### src/rtl/cht_pkg.sv
`timescale 1ns / 1ps
`default_nettype none

package cht_pkg;

   // Fixed field widths of the request and response channels
   localparam int ACTION_W = 3;
   localparam int KEY_W    = 32;
   localparam int ENTRY_W  = 16;
   localparam int RESULT_W = 17;

   // Bucket remainder unit: four dividend bits per cycle
   localparam int HASH_DIGIT = 4;
   localparam int HASH_STEPS = KEY_W / HASH_DIGIT;
   localparam int HASH_CNT_W = $clog2(HASH_STEPS);

   typedef enum logic [ACTION_W-1:0] {
      ACT_ADD   = 3'd0,
      ACT_FIRST = 3'd1,
      ACT_NEXT  = 3'd2,
      ACT_REM   = 3'd3,
      ACT_CLEAN = 3'd4
   } action_type;

   typedef enum logic [3:0] {
      ST_CLEAR,
      ST_IDLE,
      ST_HASH,
      ST_ADD,
      ST_FIRST,
      ST_NEXT,
      ST_RM_HEAD,
      ST_WALK,
      ST_LINK,
      ST_RESP
   } state_type;

endpackage

`default_nettype wire

### src/rtl/cht_hash.sv
`timescale 1ns / 1ps
`default_nettype none

module cht_hash #(
   parameter int BUCKETS = 1024
) (
   input  wire logic                              clock,
   input  wire logic                              reset,
   input  wire logic                              start,
   input  wire logic signed [cht_pkg::KEY_W-1:0]  key,
   output logic                                   done,
   output logic [$clog2(BUCKETS)-1:0]             bucket
);

   localparam int RW = $clog2(BUCKETS);
   localparam bit IS_POW2 = (BUCKETS & (BUCKETS - 1)) == 0;

   logic                            busy_ff, busy_in;
   logic                            done_ff, done_in;
   logic [cht_pkg::HASH_CNT_W-1:0]  cnt_ff, cnt_in;
   logic [cht_pkg::KEY_W-1:0]       mag_ff, mag_in;
   logic [RW-1:0]                   rem_ff, rem_in;
   logic [cht_pkg::KEY_W-1:0]       key_abs;

   // |key| fits in 32 bits unsigned, the most negative key included
   assign key_abs = key[cht_pkg::KEY_W-1] ? (~key + 1'b1) : key;

   always_comb begin
      logic [cht_pkg::KEY_W-1:0] mag_v;
      logic [RW:0]               t_v;
      logic [RW-1:0]             rem_v;
      mag_in  = mag_ff;
      rem_in  = rem_ff;
      cnt_in  = cnt_ff;
      busy_in = busy_ff;
      done_in = 1'b0;
      mag_v   = mag_ff;
      rem_v   = rem_ff;
      t_v     = '0;
      if (start) begin
         if (IS_POW2) begin
            rem_in  = key_abs[RW-1:0];
            done_in = 1'b1;
         end else begin
            busy_in = 1'b1;
            mag_in  = key_abs;
            rem_in  = '0;
            cnt_in  = '0;
         end
      end else if (busy_ff) begin
         // restoring remainder, one dividend bit per inner step
         for (int i = 0; i < cht_pkg::HASH_DIGIT; i++) begin
            t_v   = {rem_v, mag_v[cht_pkg::KEY_W-1]};
            mag_v = mag_v << 1;
            if (t_v >= (RW+1)'(BUCKETS)) begin
               t_v = t_v - (RW+1)'(BUCKETS);
            end
            rem_v = t_v[RW-1:0];
         end
         mag_in = mag_v;
         rem_in = rem_v;
         cnt_in = cnt_ff + 1'b1;
         if (cnt_ff == cht_pkg::HASH_CNT_W'(cht_pkg::HASH_STEPS - 1)) begin
            busy_in = 1'b0;
            done_in = 1'b1;
         end
      end
   end

   always_ff @(posedge clock) begin
      if (reset) begin
         busy_ff <= 1'b0;
         done_ff <= 1'b0;
         cnt_ff  <= '0;
      end else begin
         busy_ff <= busy_in;
         done_ff <= done_in;
         cnt_ff  <= cnt_in;
      end
   end

   always_ff @(posedge clock) begin
      mag_ff <= mag_in;
      rem_ff <= rem_in;
   end

   assign done   = done_ff;
   assign bucket = rem_ff;

endmodule

`default_nettype wire

### config.mk
export PLATFORM = sky130hd
export DESIGN_NAME = cht_hash
export DESIGN_NICKNAME = d
export VERILOG_FILES = /design/src/rtl/cht_pkg.sv /design/src/rtl/cht_hash.sv
export SDC_FILE = /design/constraint.sdc
export NUM_CORES = 1
export LEC_CHECK = 0
export BUFFER_PORTS_ARGS = -buffer_cell sky130_fd_sc_hd__buf_4
export CORE_MARGIN = 3
export CORE_UTILIZATION = 30
export CTS_BUF_LIST = sky130_fd_sc_hd__clkbuf_16
export DETAILED_ROUTE_END_ITERATION = 6
export PLACE_DENSITY = 0.67
export SLEW_MARGIN = 20
export SYNTH_ARGS = -nofsm -noshare
export SYNTH_HDL_FRONTEND = slang
export SYNTH_SLANG_ARGS = --single-unit
### constraint.sdc
create_clock -name clock -period 3 [get_ports clock]
set_clock_uncertainty 0.05 [all_clocks]
set_input_delay 0.6 -clock clock [delete_from_list [all_inputs] [get_ports clock]]
set_output_delay 0.6 -clock clock [all_outputs]
set_load 0.01 [all_outputs]
# After elaboration in Yosys (flattened, before gate mapping)
# Cells that the tools add are included.
[classes]
add_sub_neg = 6
magnitude_cmp = 4
eq_ne = 1
n_mux = 18
bitwise = 2
n_reduce_logical = 2
[op_table]
columns = ["operator", "count"]
rows = [
  ["10-bit 2-to-1 mux", 13],
  ["11-bit greater-or-equal comparator, second input constant", 4],
  ["10-bit by 1-bit subtractor with 10-bit output, second input constant", 4],
  ["10-bit by 1-bit adder with 10-bit output, second input constant", 1],
  ["10-bit inverter", 1],
  ["1-bit 2-to-1 mux", 5],
  ["3-bit by 1-bit adder with 3-bit output, second input constant", 1],
  ["3-bit equality test, second input constant", 1],
  ["2-bit AND reduction", 1],
  ["2-bit nonzero test", 1],
  ["1-bit inverter", 1],
]
[totals]
regBits = 15
in_bits = 35
out_inout_bits = 11
wordCells = 37

# Depth between registers and ports, before layout
[depth]
ltp_word = 16
mapped_depth = 5
mapped_depth_nobuf = 5

# Worst setup path before layout
# No wires, ideal clock.
[synth_path]
path_kind = "input port to flip-flop"
from = "input key[0] in the netlist's numbering"
to = "register rem_ff[4], in the netlist bucket[4] (data pin)"
setup_time_ns = 0.152
t_arrival_ns = 1.442
required_time_ns = 2.798
path_slack_ns = 1.357
cell_stages = 5
path_buffers = 0
path_cell_list = "inv_1 > ha_1 > nor3b_2 > or3_1 > a31oi_1"
[synth_between]
elab_chain_len = 4
[synth_rtl]
columns = ["element", "line", "source"]
rows = [
  ["start, declared", "cht_hash.sv:10", "input wire logic signed [cht_pkg::KEY_W-1:0] key,"],
  ["10-bit inverter", "cht_hash.sv:26", "assign key_abs = key[cht_pkg::KEY_W-1] ? (~key + 1'b1) : key;"],
  ["10-bit by 1-bit adder with 10-bit output", "cht_hash.sv:26", ""],
  ["10-bit 2-to-1 mux", "cht_hash.sv:26", ""],
  ["10-bit 2-to-1 mux", "cht_hash.sv:40", "if (start) begin"],
  ["via rem_in[4]", "cht_hash.sv:22", "logic [RW-1:0] rem_ff, rem_in;"],
  ["end signal, assigned", "cht_hash.sv:84", "rem_ff <= rem_in;"],
  ["end, declared", "cht_hash.sv:22", ""],
]
# The timed path passes the listed nets, and every way through them passes these cells.
# A chain may end at the register's enable or synchronous reset.

# Worst setup path in the final report
[layout_path]
from = "input key[0] in the netlist's numbering"
to = "register rem_ff[8], in the netlist bucket[8] (data pin)"
# The elaborated chain is that of the path after synthesis.

==> flow_results.org <==
** Clock tree
- For this design, the sink count on the clock tree is 15.
- Setup fix buffers added after clock tree synthesis :: 0
- Number of buffers on the longest clock path :: 2
- The later pin in the worst-skew pair is clocked with a latency of 0.25 ns.
- After clock tree synthesis, the repair step resized 0 gates.
- TritonCTS built the clock tree.
- In this run the number of H-tree levels came out at 1.
- In this run, CTS created clock tree buffers numbering 3.
- The number of hold buffers added after CTS was 0.
- Clock-pin slew on the worst setup and hold paths :: 0.05 ns
- The cell sitting at the root of the clock tree is a sky130_fd_sc_hd__clkbuf_16.

** Pwr
- For this design the ratio of total power to cell area is 518 nW/um^2.
- Worst voltage drop across the vdd grid :: 338 uV
- Total Power :: between 500 and 600 uW
- Summed over all cells, the static leakage comes to 0.000474 uW.

** Route
- Detail Route Antenna Nets :: 0
- After the first detailed-routing iteration, the DRC count stood at 11.
- In the final routed layout, each cell accounts on average for 12.9 um.
- Met3 routed WL :: about 110 um
- The final layout contains routed wiring with a total length of 1780 um.
- Residual DRC :: 0
- The detailed router put a total of 753 um of wire on met1.
- Signal routing reaches up to met4.
- The first TritonRoute pass finished after 4 iterations.
- Via total after detailed routing :: 730
- Wire segments on met2 add up to 894 um in the final route.
- Using the TritonRoute via totals, the vias-per-cell ratio works out to ~5.3.

** Final layout
- Number of nets in the finished design :: ~150
- Summing all multi-input logic gate instances after layout gives 412 sq um.
- Commonest cells after routing, fill and taps aside :: sky130_fd_sc_hd__buf_4 (24), sky130_fd_sc_hd__nor2_1 (10), sky130_fd_sc_hd__edfxtp_1 (10)
- Antenna diode count :: 0
- The sequential cells in the finished layout cover a total of between 400 and 500 sq um.
- Filler Cells Inserted :: 245
- The finished layout holds 138 standard cells, fillers aside.
- Once layout is done, the placed cells without fillers occupy around 1100 sq um.
- In the final layout, the share of cells above drive strength 1 is 30.6%.
- Compared with the post-synthesis result, the final layout area differs by 33.5%.
- Leading cell type in the layout, fill and taps excluded :: sky130_fd_sc_hd__buf_4

** Yosys
- After synthesis the netlist holds a flip-flop and latch count of 15.
- Ys async rst share :: 0%
- Area of the mapped netlist :: approximately 850 sq um
- Synthesized area divided by synthesized cell count :: 10.2 sq um
- For this run, the leading register cell type out of synthesis is sky130_fd_sc_hd__edfxtp_1.
- Sequential cells were found to cover 47.2% of the synthesized design area.
- The netlist uses 32 different library cells.
- In this run, synthesis inferred 10 flip-flops with an integrated enable.
- During synthesis, Yosys emitted a total of 0 warnings.
- The top cell type by area accounts for 35.4% of the synthesized area.
- Net count after synthesis :: 121
- Post-Synthesis Cells :: 83
- Yosys top cell by area :: sky130_fd_sc_hd__edfxtp_1
- Leading post-synthesis cells by cell area :: sky130_fd_sc_hd__edfxtp_1 (35%), sky130_fd_sc_hd__dfxtp_1 (12%), sky130_fd_sc_hd__mux2i_1 (4.7%)

** Placement
- Number of input and output port buffers inserted :: 24
- Counting tap cells, the placed design contains a total of around 130 instances.
- The congestion estimate from routability-driven global placement came to 0.792.
- After legalization and detailed placement, the total HPWL measured between 1000 and 1500 um.
- After detailed placement, the total cell area comes to about 1100 sq um.

** Setup path
- The slowest stage of the critical path is the sky130_fd_sc_hd__nor3b_2 cell.
- Maximum fanout count along the critical path :: 6
- The worst setup path is captured at a flip-flop.
- Grouping stages by cell kind, the critical path spends the most delay in simple AND/OR/NAND/NOR gates.
- Launching element type of the critical path :: input port
- In this design, the stage delay of the slowest critical-path cell is ~0.34 ns.
- Data on the critical path is required at its endpoint by between 2 and 3 ns.
- Arrival time reported for the critical path endpoint :: ~1.6 ns
- WP buf/inv :: 2
- The signal on the critical path passes through buf_4 > inv_1 > ha_1 > nor3b_2 > a2111o_1 > nand3_1.
- Kind of critical path :: input port to flip-flop

** Timing
- After routing, the total negative slack on setup checks comes to 0 ns.
- In this run the tightest slew margin relative to its limit is about 70%.
- For the pin with the worst max-slew slack, the measured transition is ~0.45 ns.
- Final Max Tran Viols :: 0
- Setup repair after global routing left no endpoint under its margin.
- Final worst path period need :: 1.64 ns
- Setup violations remaining at the end of the flow were counted as 0.
- Final clock period utilization by the worst path :: between 50% and 60%
- The final count of hold timing violations was 0.
- Hold slack final :: approximately 0.43 ns
- F_max :: 610 MHz

** Floorplanning
- Die height :: a little under 60 um
- Area enclosed by the die boundary :: around 3500 sq um
- Row cnt :: 18
- Pin placement for this block handled 46 I/O pins.
- Initial core utilization :: 32.8%
- The die is 59.2 um wide.
- The region available for standard cell placement spans ~2600 sq um.

** Global routing
- The number of antenna violations at the first check in global routing came to 0.
- Pin count of the biggest net entering global routing :: 17
- The number of global-route vias before repair is 690.
- Global routing consumed, over all layers together, 11.2% of the routing resources.
- Wire length of the first global-routing pass :: 2910 um
- Summed over all layers, the global routing overflow is 0.

** Worst hold path
- Worst min-delay path class :: flip-flop to flip-flop

** Status
- The flow ran to the end, and the final reports show no timing, DRC or antenna violations.

** Job
- The tool flagged a number of max-cap violations equal to 0.
==> per-stage QoR <==
stage	setup slack (ns)	utilization, %
after floorplan	1.36	-
after global placement	1.13	40.6
after detailed placement	1.11	40.6
after CTS	1.36	43.7
after global routing	1.23	43.7
final	1.36	43.7
==> tightest hold or removal path, delay by kind of cell, from the launching register on <==
kind | cells | cell delay, ns
flip-flops | 1 | 0.32
buffers and inverters | 1 | 0.07
AO/OA/AOI/OAI | 1 | 0.04
==> cell usage after synthesis (2+ instances only) <==
| library cell | count |
|---|---|
| sky130_fd_sc_hd__edfxtp_1 | 10 |
| sky130_fd_sc_hd__nor2_1 | 10 |
| sky130_fd_sc_hd__dfxtp_1 | 5 |
| sky130_fd_sc_hd__a21oi_1 | 4 |
| sky130_fd_sc_hd__inv_1 | 4 |
| sky130_fd_sc_hd__mux2i_1 | 4 |
| sky130_fd_sc_hd__nand2_1 | 4 |
| sky130_fd_sc_hd__nand4_1 | 4 |
| sky130_fd_sc_hd__ha_1 | 3 |
| sky130_fd_sc_hd__nand3_1 | 3 |
| sky130_fd_sc_hd__nor2b_1 | 3 |
| sky130_fd_sc_hd__a211o_1 | 2 |
| sky130_fd_sc_hd__a22oi_1 | 2 |
| sky130_fd_sc_hd__a2bb2oi_1 | 2 |
| sky130_fd_sc_hd__buf_2 | 2 |
| sky130_fd_sc_hd__inv_2 | 2 |
| sky130_fd_sc_hd__o21ai_0 | 2 |
| sky130_fd_sc_hd__or3_1 | 2 |
| sky130_fd_sc_hd__xor2_1 | 2 |
==> registers in the layout (all words and copies together), names as in the netlist <==
| signal | count |
|---|---|
| cnt_ff | 3 |
| done | 1 |
| busy_ff | 1 |
| bucket | 10 |
==> cell type report <==
class	instances	share of cell area, %
clock inverters	1	0.442
flip-flops and latches	15	35.4
well taps	30	3.31
repair buffers	24	15.9
clock buffers	3	6.63
inverters	6	1.99
multi-input cells	59	36.4
==> cell families after synthesis <==
| family | share of synthesized area [%] |
|---|---|
| compound gates | 14.3 |
| xor+xnor | 3.10 |
| fa+ha+maj | 4.43 |
| buf+inv | 4.28 |
| flops | 47.2 |
| mux | 4.72 |
| simple gates | 22.0 |
==> per-layer routing <==
metal / track usage [%] / vias up
met5: 0 / -
met4: 6.47 / 0
met3: 2.83 / 2
met2: 18.3 / 23
met1: 13.2 / 344
li1: - / 361
==> final timing paths <==
check / start / endpoint / slack, ns / cells past startpoint
setup / recovery: key[0] / bucket[8]$_DFFE_PP_ / 1.36 / 6
hold / removal: busy_ff$_SDFFE_PP0N_ / busy_ff$_SDFFE_PP0N_ / 0.43 / 2
setup reg to reg: busy_ff$_SDFFE_PP0N_ / bucket[8]$_DFFE_PP_ / 1.85 / 2
hold reg to reg: busy_ff$_SDFFE_PP0N_ / busy_ff$_SDFFE_PP0N_ / 0.43 / 2
==> report_power, final <==
group          switching, uW  internal [uW]
logic                   44.9           40.7
registers               4.39            235
clock network           83.9            178
total                    133            454
Power figures use the tool's default switching activity.
